File: config.mk
export PLATFORM = sky130hd
export DESIGN_NAME = whp_ctrl
export DESIGN_NICKNAME = d
export VERILOG_FILES = /design/src/sv/whp_pkg.sv /design/src/sv/whp_ctrl.sv
export SDC_FILE = /design/constraint.sdc
export NUM_CORES = 1
export LEC_CHECK = 0
export BUFFER_PORTS_ARGS = -buffer_cell sky130_fd_sc_hd__buf_2
export CELL_PAD_IN_SITES_DETAIL_PLACEMENT = 0
export CELL_PAD_IN_SITES_GLOBAL_PLACEMENT = 1
export CORE_UTILIZATION = 35
export CTS_BUF_LIST = sky130_fd_sc_hd__clkbuf_8
export DETAILED_ROUTE_END_ITERATION = 8
export PLACE_DENSITY = 0.88
export SLEW_MARGIN = 30
export SYNTH_ARGS = -nofsm -noshare
export SYNTH_HDL_FRONTEND = slang
export SYNTH_SLANG_ARGS = --single-unit
File: constraint.sdc
create_clock -name clock -period 1.6 [get_ports clock]
set_clock_uncertainty 0.15 [all_clocks]
set_input_delay 0.32 -clock clock [delete_from_list [all_inputs] [get_ports clock]]
set_output_delay 0.32 -clock clock [all_outputs]
set_load 0.05 [all_outputs]
File: src/sv/whp_pkg.sv
// ----------------------------------------------------------------------------
// whp_pkg
// Shared types, constants and the Whirlpool round functions.
// ----------------------------------------------------------------------------
package whp_pkg;

   localparam int ROUNDS = 10;
   localparam int RND_W  = $clog2(ROUNDS + 1);

   typedef logic [63:0] lane_type;
   typedef lane_type [7:0] state_type;

   typedef enum logic [2:0] {
      ST_IDLE,
      ST_PAD,
      ST_START,
      ST_ROUND,
      ST_FINAL,
      ST_EMIT
   } fsm_type;

   // controller to datapath
   typedef struct packed {
      logic       take_word;   // store request word (already formatted)
      logic       pad_zero;    // store a zero word
      logic       pad_len;     // store the bit count word
      logic       start;       // load key/state from chain and block
      logic       round;       // run one round
      logic       finish;      // fold result into chain
      logic       clear;       // reset chain, fill and bit count
      logic       emit_shift;  // advance output word
   } cmd_type;

   // datapath to controller
   typedef struct packed {
      logic [2:0]       fill;
      logic [RND_W-1:0] rnd;
      logic             full_tail; // request word carries eight bytes
   } sts_type;

   localparam logic [7:0] SBOX [256] = '{
    8'h18,8'h23,8'hC6,8'hE8,8'h87,8'hB8,8'h01,8'h4F,8'h36,8'hA6,8'hD2,8'hF5,8'h79,8'h6F,8'h91,8'h52,
    8'h60,8'hBC,8'h9B,8'h8E,8'hA3,8'h0C,8'h7B,8'h35,8'h1D,8'hE0,8'hD7,8'hC2,8'h2E,8'h4B,8'hFE,8'h57,
    8'h15,8'h77,8'h37,8'hE5,8'h9F,8'hF0,8'h4A,8'hDA,8'h58,8'hC9,8'h29,8'h0A,8'hB1,8'hA0,8'h6B,8'h85,
    8'hBD,8'h5D,8'h10,8'hF4,8'hCB,8'h3E,8'h05,8'h67,8'hE4,8'h27,8'h41,8'h8B,8'hA7,8'h7D,8'h95,8'hD8,
    8'hFB,8'hEE,8'h7C,8'h66,8'hDD,8'h17,8'h47,8'h9E,8'hCA,8'h2D,8'hBF,8'h07,8'hAD,8'h5A,8'h83,8'h33,
    8'h63,8'h02,8'hAA,8'h71,8'hC8,8'h19,8'h49,8'hD9,8'hF2,8'hE3,8'h5B,8'h88,8'h9A,8'h26,8'h32,8'hB0,
    8'hE9,8'h0F,8'hD5,8'h80,8'hBE,8'hCD,8'h34,8'h48,8'hFF,8'h7A,8'h90,8'h5F,8'h20,8'h68,8'h1A,8'hAE,
    8'hB4,8'h54,8'h93,8'h22,8'h64,8'hF1,8'h73,8'h12,8'h40,8'h08,8'hC3,8'hEC,8'hDB,8'hA1,8'h8D,8'h3D,
    8'h97,8'h00,8'hCF,8'h2B,8'h76,8'h82,8'hD6,8'h1B,8'hB5,8'hAF,8'h6A,8'h50,8'h45,8'hF3,8'h30,8'hEF,
    8'h3F,8'h55,8'hA2,8'hEA,8'h65,8'hBA,8'h2F,8'hC0,8'hDE,8'h1C,8'hFD,8'h4D,8'h92,8'h75,8'h06,8'h8A,
    8'hB2,8'hE6,8'h0E,8'h1F,8'h62,8'hD4,8'hA8,8'h96,8'hF9,8'hC5,8'h25,8'h59,8'h84,8'h72,8'h39,8'h4C,
    8'h5E,8'h78,8'h38,8'h8C,8'hD1,8'hA5,8'hE2,8'h61,8'hB3,8'h21,8'h9C,8'h1E,8'h43,8'hC7,8'hFC,8'h04,
    8'h51,8'h99,8'h6D,8'h0D,8'hFA,8'hDF,8'h7E,8'h24,8'h3B,8'hAB,8'hCE,8'h11,8'h8F,8'h4E,8'hB7,8'hEB,
    8'h3C,8'h81,8'h94,8'hF7,8'hB9,8'h13,8'h2C,8'hD3,8'hE7,8'h6E,8'hC4,8'h03,8'h56,8'h44,8'h7F,8'hA9,
    8'h2A,8'hBB,8'hC1,8'h53,8'hDC,8'h0B,8'h9D,8'h6C,8'h31,8'h74,8'hF6,8'h46,8'hAC,8'h89,8'h14,8'hE1,
    8'h16,8'h3A,8'h69,8'h09,8'h70,8'hB6,8'hD0,8'hED,8'hCC,8'h42,8'h98,8'hA4,8'h28,8'h5C,8'hF8,8'h86
   };

   localparam logic [7:0] CIRC [8] = '{8'h01,8'h01,8'h04,8'h01,8'h08,8'h05,8'h02,8'h09};

   function automatic logic [7:0] xtime(input logic [7:0] a);
      xtime = a[7] ? ({a[6:0], 1'b0} ^ 8'h1D) : {a[6:0], 1'b0};
   endfunction

   // multiply by a constant of at most four bits
   function automatic logic [7:0] gmul(input logic [7:0] a, input logic [7:0] b);
      logic [7:0] r, x2, x4, x8;
      x2 = xtime(a);
      x4 = xtime(x2);
      x8 = xtime(x4);
      r = (b[0] ? a : 8'h00) ^ (b[1] ? x2 : 8'h00) ^ (b[2] ? x4 : 8'h00)
        ^ (b[3] ? x8 : 8'h00);
      gmul = r;
   endfunction

   // gamma, pi and theta on the whole 512-bit state
   function automatic state_type round_core(input state_type s);
      state_type  o;
      logic [7:0] g [8][8];
      logic [7:0] acc;
      for (int i = 0; i < 8; i++) begin
         for (int t = 0; t < 8; t++) begin
            g[i][t] = SBOX[s[(i - t) & 7][(56 - 8 * t) +: 8]];
         end
      end
      for (int i = 0; i < 8; i++) begin
         for (int j = 0; j < 8; j++) begin
            acc = 8'h00;
            for (int t = 0; t < 8; t++) begin
               acc = acc ^ gmul(g[i][t], CIRC[(j - t) & 7]);
            end
            o[i][(56 - 8 * j) +: 8] = acc;
         end
      end
      round_core = o;
   endfunction

   function automatic lane_type round_const(input logic [RND_W-1:0] r);
      lane_type c;
      for (int i = 0; i < 8; i++) begin
         c[(56 - 8 * i) +: 8] = SBOX[(8 * int'(r) + i) & 255];
      end
      round_const = c;
   endfunction

endpackage

File: src/sv/whp_ctrl.sv
// ----------------------------------------------------------------------------
// whp_ctrl
// Sequencer: word intake, padding, round count and digest output.
// ----------------------------------------------------------------------------
module whp_ctrl
   import whp_pkg::*;
(
   input  logic    clock,
   input  logic    reset,
   input  logic    req_tvalid,
   output logic    req_tready,
   input  logic    eom,
   output logic    rsp_tvalid,
   input  logic    rsp_tready,
   output logic    rsp_tlast,
   output cmd_type cmd,
   input  sts_type sts
);

   fsm_type    state_ff, state_in;
   logic       final_ff, final_in;     // compression belongs to message end
   logic       lenpend_ff, lenpend_in; // padding still owes the length word
   logic       spill_ff, spill_in;     // length goes into the next block
   logic [2:0] ocnt_ff, ocnt_in;

   wire take = req_tvalid && req_tready;

   always_comb begin
      state_in   = state_ff;
      final_in   = final_ff;
      lenpend_in = lenpend_ff;
      spill_in   = spill_ff;
      ocnt_in    = ocnt_ff;
      case (state_ff)
         ST_IDLE: begin
            if (take) begin
               if (eom) begin
                  final_in   = 1'b1;
                  lenpend_in = 1'b1;
                  // tail (and 0x80 word) leave no room for the length field
                  spill_in   = sts.full_tail ? (sts.fill inside {[3'd3:3'd6]})
                                             : (sts.fill inside {[3'd4:3'd6]});
                  // last word closes the block: compress before padding
                  state_in   = (sts.fill == 3'd7) ? ST_START : ST_PAD;
               end else if (sts.fill == 3'd7) begin
                  state_in = ST_START;
               end
            end
         end
         ST_PAD: begin
            if (sts.fill == 3'd7) begin
               state_in   = ST_START;
               lenpend_in = lenpend_ff && spill_ff;
               spill_in   = 1'b0;
            end
         end
         ST_START: state_in = ST_ROUND;
         ST_ROUND: begin
            if (sts.rnd == RND_W'(ROUNDS - 1)) state_in = ST_FINAL;
         end
         ST_FINAL: begin
            if (final_ff && !lenpend_ff) begin
               state_in = ST_EMIT;
               ocnt_in  = 3'd0;
            end else if (final_ff) begin
               state_in = ST_PAD;
            end else begin
               state_in = ST_IDLE;
            end
         end
         ST_EMIT: begin
            if (rsp_tready) begin
               ocnt_in = ocnt_ff + 3'd1;
               if (ocnt_ff == 3'd7) begin
                  state_in = ST_IDLE;
                  final_in = 1'b0;
               end
            end
         end
         default: state_in = ST_IDLE;
      endcase
   end

   always_comb begin
      cmd        = '0;
      req_tready = 1'b0;
      rsp_tvalid = 1'b0;
      rsp_tlast  = 1'b0;
      case (state_ff)
         ST_IDLE: begin
            req_tready    = 1'b1;
            cmd.take_word = take;
         end
         ST_PAD: begin
            cmd.pad_len  = (sts.fill == 3'd7) && lenpend_ff && !spill_ff;
            cmd.pad_zero = !cmd.pad_len;
         end
         ST_START: cmd.start  = 1'b1;
         ST_ROUND: cmd.round  = 1'b1;
         ST_FINAL: cmd.finish = 1'b1;
         ST_EMIT: begin
            rsp_tvalid     = 1'b1;
            rsp_tlast      = (ocnt_ff == 3'd7);
            cmd.emit_shift = rsp_tready;
            cmd.clear      = rsp_tready && (ocnt_ff == 3'd7);
         end
         default: cmd = '0;
      endcase
   end

   always_ff @(posedge clock) begin
      if (reset) begin
         state_ff   <= ST_IDLE;
         final_ff   <= 1'b0;
         lenpend_ff <= 1'b0;
         spill_ff   <= 1'b0;
         ocnt_ff    <= 3'd0;
      end else begin
         state_ff   <= state_in;
         final_ff   <= final_in;
         lenpend_ff <= lenpend_in;
         spill_ff   <= spill_in;
         ocnt_ff    <= ocnt_in;
      end
   end

   a_no_accept_busy: assert property (@(posedge clock) disable iff (reset)
      (state_ff != ST_IDLE) |-> !req_tready)
      else $error("input accepted while busy");
   a_emit_after_final: assert property (@(posedge clock) disable iff (reset)
      $rose(rsp_tvalid) |-> $past(state_ff) == ST_FINAL)
      else $error("digest started without compression");
   a_last_once: assert property (@(posedge clock) disable iff (reset)
      (rsp_tvalid && rsp_tready && rsp_tlast) |=> state_ff == ST_IDLE)
      else $error("digest did not end");

endmodule

==> out/metrics.csv, run 1 <==
stage;metric;value;unit
outcome;status;complete, but fails checks;
outcome;failing checks;negative setup slack;
global_route;Remaining Overflow, GRT;0;
cts;CTS tree;yes;
sta;Final Setup Violations;10;
routing;DR iter-0 viols;11;
cts;TritonCTS Buffers;3;
sta;Max Freq;0.574;GHz
synth;Synth Register Bits;9;
layout;fillers;120;
layout;most frequent cells in the layout;buf_4 (23), buf_2 (12), buf_8 (7);
placed_design;Placed Instances;132;
global_route;initial antenna violation count;0;
synth;Yosys Warn Count;0;
power;peak supply drop;519;uV
routing;WL per Instance;13.0;um
synth;Async SR Flop Fraction;0;%
synth;number of flops mapped to enable cells by yosys;0;
synth;Mapped Avg Cell Area;8.21;um2
power;Pleak;0.495;nW
floorplan;Site Rows;14;
synth;mapped cell area;632;um2
global_route;vias in the first global route;771;
sta;fin. max-slew vios;0;
setup_path;slowest CP cell;dfxtp_4;
sta;final hold viol count;0;
routing;total vias in the final route;730;
sta;worst setup margin;-0.143;ns
layout;final net count;138;
layout;most common cell after layout, fill and taps aside;buf_4;
setup_path;CP Cell Sequence;nor2b_4 -> and3_4 -> and2_4 -> buf_8;
setup_path;CP peak stage delay;0.38;ns
synth;syn_nets;92;
floorplan;DIE WIDTH;44.5;um
placed_design;I/O Buffers;23;
placed_design;worst slack at placement;-0.0824;ns
setup_path;CP arrival;1.27;ns
global_route;gr usage total;22.1;%
placed_design;post-DP HPWL;1.22;mm
floorplan;core area;1590;um2
placed_design;RePlAce Congestion;0.796;
global_route;global-route wire length before repair;3.16;mm
routing;Via-to-Cell Ratio;5.00;
sta;actual slew at the worst max-slew pin;0.280;ns
power;Pwr Density;661;nW/um2
setup_path;Crit path max-delay family;simple AND/OR/NAND/NOR gates;
setup_path;CP Max Fanout;5;
setup_path;CP required;1.13;ns
setup_path;Crit Path Class;flop to output port;
cts;clock slew at reported path FFs;0.05;ns
cts;Clock Path Buffers;2;
cts;CTS root buffer;clkbuf_8;
layout;ratio of cells with drive above 1 in the final layout;63.9;%
sta;Final Cycle Share;109;%
cts;H-tree depth;1;
sta;fin crit period;1.74;ns
sta;RSZ-0062 raised after global routing;yes;
synth;number of distinct library cells after synthesis;36;
floorplan;I/O pin total;24;
floorplan;Initial Util;39.6;%
setup_path;CP bufs+invs;1;
routing;DRC violations left;0;
synth;Top FF cell, synth;dfxtp_1;
synth;Syn Inst Count;77;
layout;fin cells;146;
setup_path;CP Capture Type;output port;
layout;Layout area overhead;85.0;%
global_route;largest net degree at the start of global routing;12;
cts;clock latency at the later pin of the worst-skew pair;0.24;ns
floorplan;die height;44.5;um
layout;ANT cells;0;
floorplan;Total Die Area;1980;um2
routing;final WL;1.89;mm
routing;Routed Antenna Nets;0;
worst_hold_path;Hold Crit Class;input pin to flop;
cts;CTS Sinks;9;
power;post-layout total power;0.772;mW
setup_path;CP Launch Type;flop;
sta;Relative slew margins;81.3;%
synth;sequential share of the synthesized area;28.5;%
flow_run;max cap viols;0;
routing;DRT Pass-1 Iters;4;
[worst min-delay path: stages]
cell and delay (ns):
buf_2 0.10, a21oi_1 0.07, nor3_2 0.08
[per-stage QoR]
step	setup TNS [ns]	cell area (um2)	util [%]	hold WS (ns)
after CTS	-0.814	1140	71.5	0.231
final	-0.789	1170	73.3	0.230
after global routing	-1.35	1170	73.3	0.252
after detailed placement	-0.143	868	54.5	0.342
after global placement	-0.0862	868	54.5	0.336
after floorplan	-0.499	672	-	0.320
[cell usage after synthesis (all sizes together), types with 2 or more instances]
cell type	n	area share (%)
inv	3	1.8
buf	6	7.9
o21ai	4	3.2
and2	4	4.4
dfxtp	9	29
a31oi	2	2.0
ha	2	4.0
nand3	3	2.4
o22a	2	2.8
nor3	3	5.0
a22oi	2	2.4
nor3b	2	2.4
and3	3	3.8
nor2	8	4.8
a21oi	6	4.8
nand2	6	3.6
[flip-flops by register name, summed over array words and instances (netlist names)]
register,flops
ocnt_ff,3
state_ff,3
final_ff,1
lenpend_ff,1
spill_ff,1
[routing by layer]
metal | wire, um | GRT usage [%] | vias to the layer above | share of wire [%]
li1 | - | - | 366 | -
met1 | 801 | 24.1 | 343 | 42
met2 | 1000 | 40.3 | 17 | 53
met3 | 65 | 6.12 | 4 | 3.4
met4 | 22 | 8.48 | 0 | 1.2
met5 | 0 | 0 | - | 0
[worst paths after layout]
path,endpoint,start,cells past startpoint,slack (ns)
max,cmd[1],state_ff[2],4,-0.14
min,final_ff,eom,3,0.23
max reg2reg,state_ff[0],ocnt_ff[1],6,0.05
min reg2reg,final_ff,final_ff,2,0.37
[final cells by class]
class	instances	area [um2]	area share [%]
timing repair buffer	47	394	33.7
sequential	9	194	16.6
multi-input combinational	59	493	42.2
tap	24	30.0	2.57
clock inverter	1	5.00	0.428
clock buffer	3	41.3	3.53
inverter	3	11.3	0.964
[power breakdown]
group / leakage, nW / total (mW) / switching (mW) / internal [mW]
Combinational: 0.393 / 0.250 / 0.127 / 0.123
Sequential: 0.0765 / 0.248 / 0.0152 / 0.233
Clock: 0.0255 / 0.274 / 0.103 / 0.171
Total: 0.495 / 0.772 / 0.245 / 0.527
[timing repair]
| item | 4_1_cts | 5_1_grt |
|---|---|---|
| setup endpoints to repair | 11 | 13 |
| setup buffers | 8 | 2 |
| gates resized for setup | 48 | 5 |
| hold endpoints to repair | 0 | 0 |
| hold buffers | 0 | 0 |
| pin swaps | 5 | 6 |
[kinds of logic after synthesis]
kind of cell,share of synthesized area [%]
AND/OR/NAND/NOR,34.7
AO/OA/AOI/OAI,21.6
buffers and inverters,9.70
flip-flops,28.5
adder cells (fa/ha/maj),3.96
multiplexers,1.58
Power figures use the tool's default switching activity.
==> run 2: changes to the inputs <==
PLACE_DENSITY = default   (was 0.88)
PLACE_DENSITY_LB_ADDON = 0.1   (was default)
==> out/metrics.csv, run 2 (synthesis gave the netlist of run 1 again) <==
stage;metric;value;unit
outcome;status;complete, but fails checks;
outcome;failing checks;negative setup slack;
sta;fin. max-slew vios;0;
cts;TritonCTS Buffers;3;
layout;fillers;123;
global_route;global-route wire length before repair;3.04;mm
cts;Clock Path Buffers;2;
routing;DR iter-0 viols;14;
sta;Final Cycle Share;107;%
floorplan;DIE WIDTH;44.5;um
routing;total vias in the final route;724;
layout;ANT cells;0;
floorplan;Site Rows;14;
setup_path;CP required;1.13;ns
worst_hold_path;Hold Crit Class;input pin to flop;
sta;actual slew at the worst max-slew pin;0.247;ns
setup_path;CP Launch Type;flop;
cts;hold_buf cts;0;
setup_path;CP Capture Type;output port;
setup_path;CP Cell Sequence;buf_6 -> and2b_2 -> and2_4 -> buf_8;
setup_path;CP peak stage delay;0.38;ns
layout;most common cell after layout, fill and taps aside;buf_4;
floorplan;I/O pin total;24;
sta;fin crit period;1.71;ns
global_route;largest net degree at the start of global routing;11;
cts;clock latency at the later pin of the worst-skew pair;0.24;ns
global_route;vias in the first global route;720;
placed_design;Placed Instances;135;
routing;final WL;1.78;mm
sta;worst setup margin;-0.115;ns
sta;Relative slew margins;83.6;%
layout;fin cells;146;
floorplan;core area;1590;um2
cts;CTS tree;yes;
placed_design;RePlAce Congestion;0.762;
setup_path;Crit path max-delay family;flip-flops;
cts;CTS root buffer;clkbuf_8;
sta;Final Setup Violations;11;
routing;DRC violations left;0;
global_route;Remaining Overflow, GRT;0;
floorplan;die height;44.5;um
setup_path;CP arrival;1.24;ns
sta;RSZ-0062 raised after global routing;yes;
routing;DRT Pass-1 Iters;3;
sta;final hold viol count;0;
global_route;initial antenna violation count;0;
layout;ratio of cells with drive above 1 in the final layout;65.6;%
setup_path;CP Max Fanout;4;
cts;H-tree depth;1;
layout;largest registers;ocnt_ff x3, state_ff x3;
power;Pwr Density;644;nW/um2
placed_design;I/O Buffers;23;
flow_run;max cap viols;0;
layout;most frequent cells in the layout;buf_4 (21), buf_2 (13), buf_6 (9);
sta;Max Freq;0.583;GHz
setup_path;slowest CP cell;dfxtp_4;
placed_design;post-DP HPWL;1.24;mm
global_route;gr usage total;20.8;%
cts;clock slew at reported path FFs;0.04;ns
cts;CTS Sinks;9;
power;post-layout total power;0.762;mW
floorplan;Initial Util;39.6;%
routing;Via-to-Cell Ratio;4.96;
routing;WL per Instance;12.2;um
layout;Layout area overhead;87.3;%
routing;Routed Antenna Nets;0;
setup_path;Crit Path Class;flop to output port;
layout;final net count;138;
power;peak supply drop;507;uV
floorplan;Total Die Area;1980;um2
power;Pleak;0.500;nW
setup_path;CP bufs+invs;2;
[run 2: cell type report]
class	instances	area (um2)	share of cell area [%]
inverter	3	11.3	0.951
clock buffer	3	41.3	3.49
sequential	9	194	16.4
clock inverter	1	3.75	0.317
tap	24	30.0	2.54
multi-input combinational	59	519	43.9
timing repair buffer	47	384	32.5
[run 2: path summary, 6_finish.rpt]
path | from | slack [ns] | cells past startpoint | end
setup / recovery | state_ff[2] | -0.11 | 4 | cmd[4]
hold / removal | eom | 0.24 | 3 | final_ff
setup reg to reg | state_ff[2] | 0.06 | 6 | state_ff[1]
hold reg to reg | ocnt_ff[0] | 0.38 | 2 | ocnt_ff[0]
[run 2: what timing repair did]
action,in CTS,in global routing
buffers inserted,6,1
pin swaps,5,6
endpoints found under the setup margin,12,16
cloned,0,0
gates resized for setup,43,12
[run 2: per-stage QoR]
step                worst slack (ns)  hold slack (ns)  utilization [%]  area [um2]  setup TNS [ns]
floorplan                     -0.168            0.320                -         672          -0.499
global placement             -0.0573            0.336             55.9         891          -0.106
detailed placement           -0.0810            0.349             55.9         891          -0.183
CTS                          -0.0971            0.244             71.0        1130          -0.786
global route                  -0.151            0.264             74.3        1180           -1.28
finish                        -0.115            0.235             74.3        1180          -0.809
[run 2: power by group]
| part | internal, mW | total, mW | leakage [nW] | switching (mW) |
|---|---|---|---|---|
| Sequential | 0.233 | 0.248 | 0.0765 | 0.0146 |
| Clock | 0.167 | 0.263 | 0.0269 | 0.0954 |
| Combinational | 0.121 | 0.251 | 0.397 | 0.130 |
[run 2: per-layer routing]
metal  vias up  wire [um]  global-route usage [%]
met1       333        769                    23.8
li1        368          -                       -
met5         -          0                       0
met2        20        917                    38.2
met3         3         67                    4.90
met4         0         23                    5.45
[run 2: worst min-delay path: stages]
cell,delay (ns)
buf_2,0.09
a21oi_1,0.07
nor3_2,0.10
